<file path="config.mk">
export PLATFORM = sky130hd
export DESIGN_NAME = tlc_ctrl
export DESIGN_NICKNAME = d
export VERILOG_FILES = /design/src/design/tlc_pkg.sv /design/src/design/tlc_ctrl.sv
export SDC_FILE = /design/constraint.sdc
export NUM_CORES = 1
export LEC_CHECK = 0
export ABC_AREA = 1
export BUFFER_PORTS_ARGS = -buffer_cell sky130_fd_sc_hd__buf_2
export CAP_MARGIN = 20
export CORE_MARGIN = 3
export CORE_UTILIZATION = 45
export CTS_CLUSTER_DIAMETER = 50
export DETAILED_ROUTE_END_ITERATION = 8
export GPL_TIMING_DRIVEN = 0
export PLACE_DENSITY = 0.73
export SETUP_SLACK_MARGIN = 0.02
export SLEW_MARGIN = 20
export SYNTH_ARGS = -nofsm -noshare
export SYNTH_HDL_FRONTEND = slang
export SYNTH_SLANG_ARGS = --single-unit
</file>
<file path="constraint.sdc">
create_clock -name i_clk -period 1.28 [get_ports i_clk]
set_input_delay 0.064 -clock i_clk [delete_from_list [all_inputs] [get_ports i_clk]]
set_output_delay 0.064 -clock i_clk [all_outputs]
set_load 0.05 [all_outputs]
</file>
<file path="src/design/tlc_pkg.sv">
// Shared types, constants and the cost function of the three-level cache controller.
package tlc_pkg;

    typedef logic [1:0] t_lvl;

    localparam t_lvl LVL_L1 = 2'd1;
    localparam t_lvl LVL_L2 = 2'd2;
    localparam t_lvl LVL_L3 = 2'd3;

    localparam logic [2:0] HIT_L1  = 3'd1;
    localparam logic [2:0] HIT_L2  = 3'd2;
    localparam logic [2:0] HIT_L3  = 3'd3;
    localparam logic [2:0] HIT_RAM = 3'd4;

    localparam logic KIND_WB  = 1'b0;
    localparam logic KIND_FIN = 1'b1;

    localparam logic [10:0] COST_L1  = 11'd10;
    localparam logic [10:0] COST_L2  = 11'd50;
    localparam logic [10:0] COST_L3  = 11'd100;
    localparam logic [10:0] COST_RAM = 11'd1000;

    typedef enum logic [3:0] {
        S_IDLE,
        S_PMOD,
        S_PWAIT,
        S_P1RD,
        S_P1CHK,
        S_P2RD,
        S_P2CHK,
        S_P3RD,
        S_P3CHK,
        S_PLACE,
        S_IMOD,
        S_IWAIT,
        S_IRD,
        S_ICHK,
        S_IEMIT,
        S_FIN
    } t_state;

    // Commands from the controller to the datapath.
    typedef struct packed {
        logic       cap_in;
        logic       mod_start;
        logic       mod_ln;
        logic       rd;
        logic       wr_probe;
        logic       wr_ins;
        t_lvl       lvl;
        logic       use_ln;
        logic       chk;
        logic       got_new;
        logic       ln_ld;
        logic       ln_l1;
        logic       ln_vic;
        logic       hit_ld;
        logic [2:0] hit_val;
        logic       emit_wb;
        logic       emit_fin;
    } t_dp_cmd;

    // Status from the datapath to the controller.
    typedef struct packed {
        logic mod_busy;
        logic hit;
        logic vic_wb;
        logic out_free;
    } t_dp_sts;

    function automatic logic [10:0] f_cost(input logic [2:0] hit);
        logic [10:0] c;
        c = COST_L1;
        unique case (hit)
            HIT_L2:  c = COST_L1 + COST_L2;
            HIT_L3:  c = COST_L1 + COST_L2 + COST_L3;
            HIT_RAM: c = COST_L1 + COST_L2 + COST_L3 + COST_RAM;
            default: c = COST_L1;
        endcase
        return c;
    endfunction

endpackage

</file>
<file path="src/design/tlc_ctrl.sv">
// Controller: sequences probes, line placement and write-back cascades.
module tlc_ctrl import tlc_pkg::*; (
    input  logic    i_clk,
    input  logic    i_rst_n,
    input  logic    i_in_valid,
    output logic    o_in_ready,
    input  t_dp_sts i_sts,
    output t_dp_cmd o_cmd
);
    t_state r_state, n_state;
    t_lvl   r_lvl;
    t_lvl   r_base;
    logic   r_chk;

    always_comb begin
        n_state = r_state;
        unique case (r_state)
            S_IDLE:  if (i_in_valid) n_state = S_PMOD;
            S_PMOD:  n_state = S_PWAIT;
            S_PWAIT: if (!i_sts.mod_busy) n_state = S_P1RD;
            S_P1RD:  n_state = S_P1CHK;
            S_P1CHK: n_state = i_sts.hit ? S_FIN : S_P2RD;
            S_P2RD:  n_state = S_P2CHK;
            S_P2CHK: n_state = i_sts.hit ? S_PLACE : S_P3RD;
            S_P3RD:  n_state = S_P3CHK;
            S_P3CHK: n_state = S_PLACE;
            S_PLACE: n_state = S_IMOD;
            S_IMOD:  n_state = S_IWAIT;
            S_IWAIT: if (!i_sts.mod_busy) n_state = S_IRD;
            S_IRD:   n_state = S_ICHK;
            S_ICHK: begin
                priority if (i_sts.vic_wb) n_state = S_IEMIT;
                else if (r_base == LVL_L1) n_state = S_FIN;
                else n_state = S_PLACE;
            end
            S_IEMIT: begin
                if (i_sts.out_free) begin
                    priority if (r_lvl != LVL_L3) n_state = S_IMOD;
                    else if (r_base == LVL_L1) n_state = S_FIN;
                    else n_state = S_PLACE;
                end
            end
            S_FIN:   if (i_sts.out_free) n_state = S_IDLE;
            default: n_state = S_IDLE;
        endcase
    end

    always_comb begin
        o_cmd      = '0;
        o_in_ready = 1'b0;
        unique case (r_state)
            S_IDLE: begin
                o_in_ready   = 1'b1;
                o_cmd.cap_in = i_in_valid;
            end
            S_PMOD:  o_cmd.mod_start = 1'b1;
            S_P1RD: begin
                o_cmd.rd  = 1'b1;
                o_cmd.lvl = LVL_L1;
            end
            S_P1CHK: begin
                o_cmd.lvl      = LVL_L1;
                o_cmd.wr_probe = i_sts.hit;
                o_cmd.hit_ld   = i_sts.hit;
                o_cmd.hit_val  = HIT_L1;
            end
            S_P2RD: begin
                o_cmd.rd  = 1'b1;
                o_cmd.lvl = LVL_L2;
            end
            S_P2CHK: begin
                o_cmd.lvl      = LVL_L2;
                o_cmd.wr_probe = i_sts.hit;
                o_cmd.hit_ld   = i_sts.hit;
                o_cmd.hit_val  = HIT_L2;
            end
            S_P3RD: begin
                o_cmd.rd  = 1'b1;
                o_cmd.lvl = LVL_L3;
            end
            S_P3CHK: begin
                o_cmd.lvl      = LVL_L3;
                o_cmd.wr_probe = i_sts.hit;
                o_cmd.got_new  = !i_sts.hit;
                o_cmd.hit_ld   = 1'b1;
                o_cmd.hit_val  = i_sts.hit ? HIT_L3 : HIT_RAM;
            end
            S_PLACE: begin
                o_cmd.ln_ld = 1'b1;
                o_cmd.ln_l1 = (r_base == LVL_L1);
            end
            S_IMOD: begin
                o_cmd.mod_start = 1'b1;
                o_cmd.mod_ln    = 1'b1;
            end
            S_IRD: begin
                o_cmd.rd  = 1'b1;
                o_cmd.lvl = r_lvl;
            end
            S_ICHK: begin
                o_cmd.wr_ins = 1'b1;
                o_cmd.lvl    = r_lvl;
                o_cmd.use_ln = 1'b1;
                o_cmd.chk    = r_chk;
            end
            S_IEMIT: begin
                o_cmd.lvl     = r_lvl;
                o_cmd.emit_wb = i_sts.out_free;
                o_cmd.ln_vic  = i_sts.out_free && (r_lvl != LVL_L3);
            end
            S_FIN:   o_cmd.emit_fin = i_sts.out_free;
            default: o_cmd = '0;
        endcase
    end

    always_ff @(posedge i_clk) begin
        if (!i_rst_n) begin
            r_state <= S_IDLE;
            r_lvl   <= LVL_L1;
            r_base  <= LVL_L1;
            r_chk   <= 1'b0;
        end else begin
            r_state <= n_state;
            if (r_state == S_P2CHK && i_sts.hit) begin
                r_base <= LVL_L1;
            end else if (r_state == S_P3CHK) begin
                r_base <= i_sts.hit ? LVL_L2 : LVL_L3;
            end else if (r_state == S_PLACE) begin
                r_lvl <= r_base;
                r_chk <= 1'b0;
            end else if (n_state == S_PLACE) begin
                // A placement chain has ended; the next one goes one level up.
                r_base <= r_base - 1'b1;
            end else if (r_state == S_IEMIT && n_state == S_IMOD) begin
                r_lvl <= r_lvl + 1'b1;
                r_chk <= 1'b1;
            end
        end
    end
endmodule

</file>
==> flow_summary_export.csv, run 1 <==
group,metric,value,unit
yosys,syn_avg_cell_area,6.02,µm²
status,lastStage,"clock tree synthesis (4_1_cts)",
status,error,"[ERROR DPL-0033] detailed placement checks failed during check placement.",
status,status,"stopped before the end",
yosys,netlist_area,903,µm²
yosys,synth-edff-count,0,
yosys,synthFlopType,"dfxtp_1",
cts,cts_buffer_depth,2,
placement,port_buffers,27,
yosys,synth_seq_cells,9,
cts,cts.sinks,9,
yosys,synth_mux_area_share,0,%
floorplanning,initial_utilization,50.1,%
yosys,synthArstFlopShare,0,%
yosys,synth_nets,159,
yosys,ys_seq_area_share,19.9,%
floorplanning,die_x,50.8,µm
yosys,ys_types,25,
placement,hpwl,2.03,mm
cts,postCtsHoldBufs,0,
cts,cts_buffers,3,
floorplanning,rows,15,
yosys,synth_xor_xnor_area_share,0,%
yosys,yosys.area_share.simple,51.4,%
cts,cts_max_level,1,
cts,ctsRootBufferMaster,"clkbuf_4",
yosys,synthAdderAreaFrac,2.77,%
yosys,yosysWarnings,0,
placement,gp_congestion,0.972,
cts,post_cts_buffers,20,
placement,dpl_worst_slack,-0.322,ns
yosys,synth-compound-area-share,13.4,%
floorplanning,dieHeight,50.8,µm
yosys,synth_top_family_by_area,"simple AND/OR/NAND/NOR gates",
yosys,syn_inst,150,
placement,dp_cells,202,
cts,cts_resized,101,
floorplanning,num_io_pins,28,
## synth_stat cells (all sizes together), types with 2 or more instances
master   n  area, µm²
dfxtp    9        180
o211ai   4       30.0
inv     26       97.6
a21oi    4       20.0
a31oi    3       18.8
nor2    26        145
nand3   21        120
ha       2       25.0
buf      2       15.0
o21ai    6       30.0
nand2   40        168
## per-stage QoR
stage	instance area, µm²	util, %
global placement	1180	65.6
detailed placement	1180	65.6
floorplan	1010	-
## kinds of logic after synthesis
kind of cell | count (synthesis)
and+or+nand+nor | 91
adders and majority gates | 2
buffers and inverters | 28
AOI/OAI and AO/OA | 20
DFF | 9
==> run 2, diff against run 1 <==
CORE_AREA = 3 3 64 66   (was unset)
CORE_MARGIN = unset   (was 3)
CORE_UTILIZATION = unset   (was 45)
CTS_CLUSTER_DIAMETER = unset   (was 50)
DIE_AREA = 0 0 67 69   (was unset)
PLACE_DENSITY = unset   (was 0.73)
PLACE_DENSITY_LB_ADDON = 0.15   (was unset)
SETUP_SLACK_MARGIN = unset   (was 0.02)
clock period = 1.7 ns   (was 1.28 ns; I/O delays follow)
==> run 2 against run 1 <==
Net effect:
- the flow now finishes without violations
- synthesized area stayed put
- synthesized cell count stayed put
==> flow_summary_export.csv, run 2 <==
group,metric,value,unit
floorplanning,dieHeight,69,µm
min_path,min_path_type,"in -> reg",
layout,layout_common_cells,"nand2_1 (35), buf_2 (21), inv_1 (17), nand3_1 (17), nor2_1 (11)",
yosys,synthFlopType,"dfxtp_1",
sta,finalSetupTns,0,ns
floorplanning,rows,22,
sta,finalClockSkew,0.00385,ns
global_routing,grt_pass1_wl,4.43,mm
floorplanning,dieArea,4620,µm²
min_path,hp-start,"i_rst_n",
yosys,synth-compound-area-share,13.4,%
yosys,synth-edff-count,0,
critical_path,cp_data_required_time,1.62,ns
cts,cts.sinks,9,
sta,period_needed,1.59,ns
placement,hpwl,2.22,mm
yosys,synth_most_common_cell,"nand2_1",
floorplanning,initial_utilization,24.9,%
sta,min_period_over_period,93.7,%
yosys,yosysWarnings,0,
global_routing,antenna_found_initial,0,
critical_path,max_stage_delay,0.42,ns
detailed_routing,drtPass1Iterations,4,
sta,rsz0062_at_grt,"yes",
layout,fillers,431,
power,power.internal,514,µW
detailed_routing,detail-route-antenna-nets,0,
cts,cts_tree,"done",
floorplanning,num_io_pins,28,
layout,multi_input_area,659,µm²
cts,cts_buffer_depth,2,
power,power.leakage,0.000666,µW
yosys,ys_seq_area_share,19.9,%
critical_path,startpoint,"r_state[2]",
critical_path,r2r-start,"r_state[3]",
power,power_switching,461,µW
yosys,synth_common_cells,"nand2_1 (35), inv_1 (18), nand3_1 (18), nor2_1 (17), dfxtp_1 (9)",
layout,fin_util,33.9,%
yosys,synthAdderAreaFrac,2.77,%
detailed_routing,routed_wl,2.66,mm
power,p_sw_share,47.3,%
yosys,syn_avg_cell_area,6.02,µm²
yosys,yosys-top-cells-area,"dfxtp_1 (20%), nand2_1 (15%), nand3_1 (10%)",
cts,cts_buffers,3,
global_routing,grt_max_degree,10,
yosys,ys_types,25,
cts,cts_max_level,1,
detailed_routing,drtIter0Drc,29,
cts,ctsRootBufferMaster,"clkbuf_8",
yosys,synth_seq_cells,9,
cts,clk_latency,0.23,ns
cts,clk_pin_slew,0.05,ns
placement,gp_congestion,0.891,
detailed_routing,vias,1055,
global_routing,grtUsageTotal,12.0,%
power,power,975,µW
sta,worst_slew_pin_slew,0.235,ns
sta,hold_ws,0.109,ns
yosys,synthArstFlopShare,0,%
sta,slew_violations,0,
critical_path,end_kind,"output port",
critical_path,rrSetupSlack,0.16,ns
critical_path,crit_slowest_cell,"dfxtp_4",
detailed_routing,wl_per_cell,11.5,µm
layout,largest-register,"r_state",
placement,port_buffers,27,
layout,top_regs,"r_state: 4 flops, r_base: 2 flops, r_lvl: 2 flops",
layout,final_common_cell,"nand2_1",
layout,final_nets,192,
floorplanning,core,3630,µm²
power,p_clk_share,25.8,%
critical_path,worstPathMaxFanout,7,
yosys,synth_xor_xnor_area_share,0,%
flow_run,max-cap-violations,0,
sta,hold_viol_final,0,
layout,largest_reg_flops,4,
yosys,synth.top_cell.area_share,19.9,%
floorplanning,die_x,67,µm
layout,layout-drive-gt1-share,41.2,%
critical_path,start_kind,"flip-flop",
global_routing,overflow,0,
yosys,synth_nets,159,
critical_path,worstPathCellList,"inv_2 -> nor2_4 -> inv_1 -> o2111ai_1 -> buf_2",
sta,fmax,628,MHz
yosys,netlist_area,903,µm²
power,comb_power_share,46.2,%
power,power.density,792,nW/µm²
critical_path,path_class,"reg -> out",
yosys,yosys.area_share.simple,51.4,%
global_routing,first_global_vias,1001,
yosys,synth_mux_area_share,0,%
power,ir_drop,0.240,mV
status,status,"finished clean",
placement,dp_cells,225,
yosys,synth_top_family_by_area,"simple AND/OR/NAND/NOR gates",
critical_path,arrival,1.51,ns
detailed_routing,via_per_inst,4.59,
power,power_frac_seq,28.0,%
detailed_routing,drc_errors,0,
layout,seq_area,193,µm²
sta,max_slew_margin,84.2,%
layout,fin_cells,230,
yosys,syn_inst,150,
sta,finalSetupViolCount,0,
layout,antennaDiodeCount,0,
yosys,yosys.area.top_type,"dfxtp_1",
layout,syn_to_final_growth,36.3,%
run 2: cell counts after synthesis:
No cell type changed its count.
run 2: path summary, 6_finish.rpt:
path	endpoint	cells past startpoint
worst max-delay path	o_cmd[12]	5
worst min-delay path	r_lvl[0]	2
worst max register to register	r_base[1]	11
worst min register to register	r_base[1]	2
run 2: cell type report:
| class | instances | area share, % |
|---|---|---|
| Multi-Input combinational cell | 113 | 53.6 |
| Sequential cell | 9 | 15.7 |
| Timing Repair Buffer | 28 | 12.8 |
| Inverter | 26 | 8.23 |
| Tap cell | 48 | 4.88 |
| Clock buffer | 4 | 3.66 |
| Buffer | 2 | 1.22 |
run 2: per-stage QoR:
step | area [µm²] | setup WS (ns)
2_1_floorplan | 928 | -0.0548
3_3_place_gp | 1120 | 0.0496
3_5_place_dp | 1120 | 0.0580
4_1_cts | 1190 | 0.000639
5_1_grt | 1230 | -0.00797
6_report | 1230 | 0.107
run 2: power by group through the flow:
stage | registers [µW] | logic [µW] | clock network [µW]
after detailed placement | 268 | 429 | 0
after global placement | 269 | 429 | 0
after global routing | 276 | 493 | 266
after CTS | 268 | 437 | 255
final | 273 | 450 | 251
after floorplan | 258 | 340 | 0
run 2: cell families (layout without fill, tap and decap cells):
| family | count (synthesis) | count (layout) |
|---|---|---|
| AND/OR/NAND/NOR | 91 | 91 |
| buffers and inverters | 28 | 60 |
| AO/OA/AOI/OAI | 20 | 20 |
| flip-flops | 9 | 9 |
| adder cells (fa/ha/maj) | 2 | 2 |
run 2: routing by layer:
layer | GRT usage, % | share of wire (%) | up-vias
met5 | 0 | 0 | -
met4 | 2.70 | 0.79 | 0
li1 | - | - | 550
met3 | 2.77 | 5.7 | 2
met1 | 16.6 | 48 | 474
met2 | 18.8 | 45 | 29
run 2: repair_timing:
action	in CTS	in global routing
gates resized for setup	9	12
cloned	0	0
hold buffers	0	0
pin swaps	0	3
setup buffers	0	1
endpoints found under the setup margin	9	15
run 2: critical path: cells and delay by family, from the launching register on:
family,cells,cell delay (ns)
compound gates,1,0.21
buf+inv,3,0.48
simple gates,1,0.17
flops,1,0.42
Note: power is estimated with default switching activity, not from simulation.
==> run 3, diff against run 2 <==
--- a/config.mk
+++ b/config.mk
@@ -13,5 +13,6 @@
 export DIE_AREA = 0 0 67 69
 export GPL_TIMING_DRIVEN = 0
-export PLACE_DENSITY_LB_ADDON = 0.15
+export PLACE_DENSITY = 0.45
+export SKIP_CTS_REPAIR_TIMING = 1
 export SLEW_MARGIN = 20
 export SYNTH_ARGS = -nofsm -noshare
==> constraint.sdc (replaced) <==
create_clock -name i_clk -period 1.7 [get_ports i_clk]
set_input_delay 0.17 -clock i_clk [delete_from_list [all_inputs] [get_ports i_clk]]
set_output_delay 0.17 -clock i_clk [all_outputs]
set_load 0.05 [all_outputs]
==> run 3 against run 2 <==
Net effect:
- first-iteration DRC count is 100% higher
- die area unchanged
- maximum frequency down 3.5%
==> flow_summary_export.csv, run 3 (synthesis results as in run 2) <==
group,metric,value,unit
layout,largest-register,"r_state",
critical_path,path_buf_inv,4,
power,ir_drop,0.429,mV
detailed_routing,wl_met3,117,µm
sta,min_period_over_period,97.1,%
floorplanning,dieHeight,69,µm
sta,fmax,606,MHz
sta,rsz0062_at_grt,"yes",
global_routing,grtUsageTotal,12.5,%
layout,layout-drive-gt1-share,44.1,%
sta,finalSetupViolCount,0,
layout,layout_common_cells,"nand2_1 (34), buf_2 (20), inv_1 (17)",
layout,syn_to_final_growth,44.6,%
layout,fillers,418,
floorplanning,rows,22,
detailed_routing,via_per_inst,4.58,
sta,setup_slack,0.0487,ns
cts,cts.sinks,9,
layout,largest_reg_flops,4,
detailed_routing,met2_length,1.35,mm
sta,period_needed,1.65,ns
sta,max_slew_margin,82.5,%
detailed_routing,routed_wl,2.87,mm
min_path,min_path_type,"in -> reg",
floorplanning,die_x,67,µm
cts,clk_pin_slew,0.05,ns
layout,final_common_cell,"nand2_1",
placement,dpl_worst_slack,-0.0806,ns
sta,hold_viol_final,0,
detailed_routing,drtIter0Drc,58,
power,power.leakage,0.000700,µW
cts,clk_latency,0.23,ns
global_routing,antenna_found_initial,0,
cts,cts_tree,"done",
floorplanning,num_io_pins,28,
cts,cts_max_level,1,
layout,antennaDiodeCount,0,
power,power.density,761,nW/µm²
layout,top_regs,"r_state: 4 flops, r_base: 2 flops, r_lvl: 2 flops",
detailed_routing,detail-route-antenna-nets,0,
placement,hpwl,2.35,mm
floorplanning,dieArea,4620,µm²
sta,slew_violations,0,
placement,gp_congestion,0.880,
layout,seq_area,196,µm²
detailed_routing,wl_per_cell,12.2,µm
critical_path,path_class,"reg -> out",
critical_path,start_kind,"flip-flop",
detailed_routing,drtPass1Iterations,4,
sta,hold_ws,0.193,ns
critical_path,critPathTopFamily,"buffers and inverters",
sta,finalClockSkew,0.00625,ns
detailed_routing,drc_errors,0,
critical_path,end_kind,"output port",
detailed_routing,vias,1080,
cts,ctsRootBufferMaster,"clkbuf_8",
floorplanning,initial_utilization,24.9,%
critical_path,crit_slowest_cell,"dfxtp_4",
layout,final_nets,198,
layout,fin_util,36.0,%
sta,worst_slew_pin_slew,0.260,ns
status,status,"finished clean",
critical_path,cp_data_required_time,1.53,ns
global_routing,first_global_vias,957,
global_routing,grt_pass1_wl,4.51,mm
critical_path,worstPathCellList,"inv_2 -> nor2_4 -> inv_2 -> nor2_4 -> inv_2 -> a21oi_2 -> buf_2",
critical_path,rrSetupSlack,0.13,ns
detailed_routing,maxUsedRoutingLayer,"met4",
global_routing,overflow,0,
flow_run,max-cap-violations,0,
global_routing,grt_max_degree,10,
critical_path,cpMostUsedCell,"inv_2",
detailed_routing,m1WireLength,1.39,mm
critical_path,arrival,1.48,ns
critical_path,max_stage_delay,0.41,ns
placement,port_buffers,27,
cts,cts_buffers,3,
critical_path,worstPathMaxFanout,6,
floorplanning,core,3630,µm²
layout,multi_input_area,672,µm²
cts,cts_buffer_depth,2,
[run 3: changes by cell type in the layout (fill, tap and decap cells not counted), moves of 2 or more]
cell | before | now
buf_6 | 0 | 3
buf_4 | 8 | 11
dfxtp_4 | 2 | 4
dfxtp_2 | 4 | 1
nor2_4 | 8 | 10
[run 3: final timing paths]
kind / from / end / cells past startpoint
setup / recovery: r_state[3] / o_cmd[15] / 7
hold / removal: i_rst_n / r_lvl[0] / 2
setup reg to reg: r_state[3] / r_base[0] / 11
hold reg to reg: r_base[1] / r_lvl[1] / 2
[run 3: final cells by class]
type	count	area share (%)
Multi-Input combinational cell	113	51.4
Sequential cell	9	15.0
Clock buffer	4	3.45
Tap cell	48	4.60
Timing Repair Buffer	34	16.6
Buffer	2	1.15
Inverter	26	7.76
[run 3: metrics by stage]
step	area [µm²]	setup TNS [ns]	std cells	power (µW)
floorplan	920	-1.47	150	589
finish	1310	0	236	995
CTS	1160	-2.33	229	944
global placement	1110	-0.108	225	694
detailed placement	1110	-0.0946	225	694
global route	1310	-0.0169	236	1060
[run 3: per-layer routing]
metal / global-route usage, % / vias to the layer above
met1: 17.3 / 501
met2: 19.3 / 14
met4: 5.41 / 0
li1: - / 563
met5: 0 / -
met3: 1.47 / 2
[run 3: worst register-to-register path: cells and delay by family (launching register included)]
family                 cells  cell delay (ns)
AND/OR/NAND/NOR            9             0.86
flip-flops                 1             0.38
buffers and inverters      2             0.24
[run 3: where the power goes]
part / internal (µW) / switching [µW] / leakage (µW) / total [µW]
sequential: 232 / 45.4 / 0.0000764 / 278
clock: 163 / 83.7 / 0.0000228 / 247
combinational: 131 / 339 / 0.000600 / 470
total: 526 / 468 / 0.000700 / 995
==> run 4, diff against run 3 <==
BUFFER_PORTS_ARGS = -buffer_cell sky130_fd_sc_hd__buf_4   (was -buffer_cell sky130_fd_sc_hd__buf_2)
==> run 4 against run 3 <==
Net effect:
- maximum frequency up 1.8%
- critical path depth up 1
- sequential share of layout area down 0.40 points
- final cell count down 0.85%
- sequential cell count unchanged
- global-route usage up 0.26 points
- cell area up 1.4%
- clock skew down 0.0030 ns
- worst setup slack better by 0.028 ns
- count of clock-buffer cells in the layout unchanged
- critical path type unchanged
- largest cell class unchanged
==> flow_summary_export.csv, run 4 (synthesis results as in run 2) <==
group,metric,value,unit
detailed_routing,drc_errors,0,
placement,hpwl,2.39,mm
sta,min_period_over_period,95.5,%
floorplanning,dieHeight,69,µm
critical_path,timing.rr.end,"r_base[1]",
placement,gp_congestion,0.908,
global_routing,grt_max_degree,10,
global_routing,overflow,0,
critical_path,worstPathMaxFanout,6,
layout,top_regs,"r_state: 4 flops, r_base: 2 flops, r_lvl: 2 flops",
critical_path,arrival,1.45,ns
detailed_routing,vias,1064,
floorplanning,dieArea,4620,µm²
sta,max_slew_margin,84.5,%
placement,port_buffers,27,
floorplanning,initial_utilization,24.9,%
cts,clk_latency,0.23,ns
detailed_routing,drtIter0Drc,32,
layout,multi_input_area,652,µm²
critical_path,rrSetupSlack,0.12,ns
min_path,min_path_type,"in -> reg",
layout,layout-drive-gt1-share,41.9,%
sta,hold_viol_final,0,
critical_path,reg2reg_depth,10,
cts,ctsRootBufferMaster,"clkbuf_8",
layout,largest_reg_flops,4,
cts,cts_tree,"done",
sta,finalClockSkew,0.00329,ns
floorplanning,num_io_pins,28,
floorplanning,core,3630,µm²
sta,slew_violations,0,
cts,clk_pin_slew,0.04,ns
sta,worst_slew_pin_slew,0.229,ns
floorplanning,rows,22,
global_routing,first_global_vias,993,
layout,largest-register,"r_state",
power,ir_drop,0.408,mV
global_routing,grtUsageTotal,12.8,%
layout,antennaDiodeCount,0,
layout,fillers,440,
placement,dpl_worst_slack,-0.0237,ns
layout,layout_common_cells,"nand2_1 (34), buf_4 (31), inv_1 (17), nand3_1 (17), nor2_1 (12)",
cts,cts_buffers,3,
critical_path,startpoint,"r_state[3]",
critical_path,path_class,"reg -> out",
sta,finalSetupTns,0,ns
layout,syn_to_final_growth,46.7,%
detailed_routing,via_per_inst,4.55,
floorplanning,die_x,67,µm
critical_path,cp_data_required_time,1.53,ns
layout,final_nets,196,
detailed_routing,drtPass1Iterations,4,
sta,fmax,616,MHz
sta,hold_ws,0.188,ns
cts,cts_max_level,1,
layout,seq_area,194,µm²
detailed_routing,routed_wl,2.89,mm
flow_run,max-cap-violations,0,
critical_path,crit_end,"o_cmd[9]",
sta,finalSetupViolCount,0,
cts,cts_buffer_depth,2,
global_routing,grt_pass1_wl,4.68,mm
sta,period_needed,1.62,ns
detailed_routing,detail-route-antenna-nets,0,
critical_path,end_kind,"output port",
layout,final_common_cell,"nand2_1",
cts,cts.sinks,9,
global_routing,antenna_found_initial,0,
power,power.density,755,nW/µm²
critical_path,r2r-start,"r_state[0]",
power,power.leakage,0.000692,µW
sta,setup_slack,0.0771,ns
critical_path,start_kind,"flip-flop",
detailed_routing,wl_per_cell,12.4,µm
status,status,"finished clean",
==> run 4: cell count changes in the layout (fill, tap and decap cells not counted), sizes merged <==
cell,previous run,this run
clkbuf,6,4
==> run 4: area by class of cell <==
cell class | count | area share, %
buffer | 2 | 1.13
clock buffer | 4 | 3.40
inverter | 26 | 7.84
multi-input combinational | 113 | 49.2
sequential | 9 | 14.6
tap | 48 | 4.53
timing repair buffer | 32 | 19.3
==> run 4: stage by stage <==
step / utilization, % / power [µW] / std cells / area [µm²]
4_1_cts: 33.8 / 978 / 229 / 1230
3_5_place_dp: 32.5 / 723 / 225 / 1180
3_3_place_gp: 32.5 / 724 / 225 / 1180
5_1_grt: 36.5 / 1070 / 234 / 1330
6_report: 36.5 / 1000 / 234 / 1330
2_1_floorplan: - / 589 / 150 / 920
==> run 4: worst min path at each step <==
stage,endpoint,cells past startpoint,start,slack [ns]
2_1_floorplan,r_lvl[0],1,i_rst_n,0.25
3_3_place_gp,r_lvl[0],2,i_rst_n,0.42
3_5_place_dp,r_lvl[0],2,i_rst_n,0.42
4_1_cts,r_state[0],3,i_rst_n,0.19
5_1_grt,r_lvl[0],2,i_rst_n,0.19
6_report,r_state[0],3,i_rst_n,0.19
==> run 4: per-layer routing <==
layer  GRT usage (%)  routed length (µm)  vias to the layer above
li1                -                   -                      566
met1            18.1                1370                      466
met2            19.3                1370                       26
met3            1.14                  96                        6
met4            5.63                  59                        0
met5               0                   0                        -
==> run 4: report_power, final <==
group / total (µW) / switching [µW] / internal, µW
sequential: 274 / 42.5 / 231
clock: 247 / 84.0 / 163
combinational: 480 / 334 / 146
==> run 4: critical path, stage by stage (launching register included) <==
cell and delay, ns:
dfxtp_4 0.40, inv_2 0.07, nor2_4 0.12, inv_2 0.05, nor2_4 0.13, inv_2 0.09
nor2_4 0.11, buf_4 0.12, buf_8 0.13
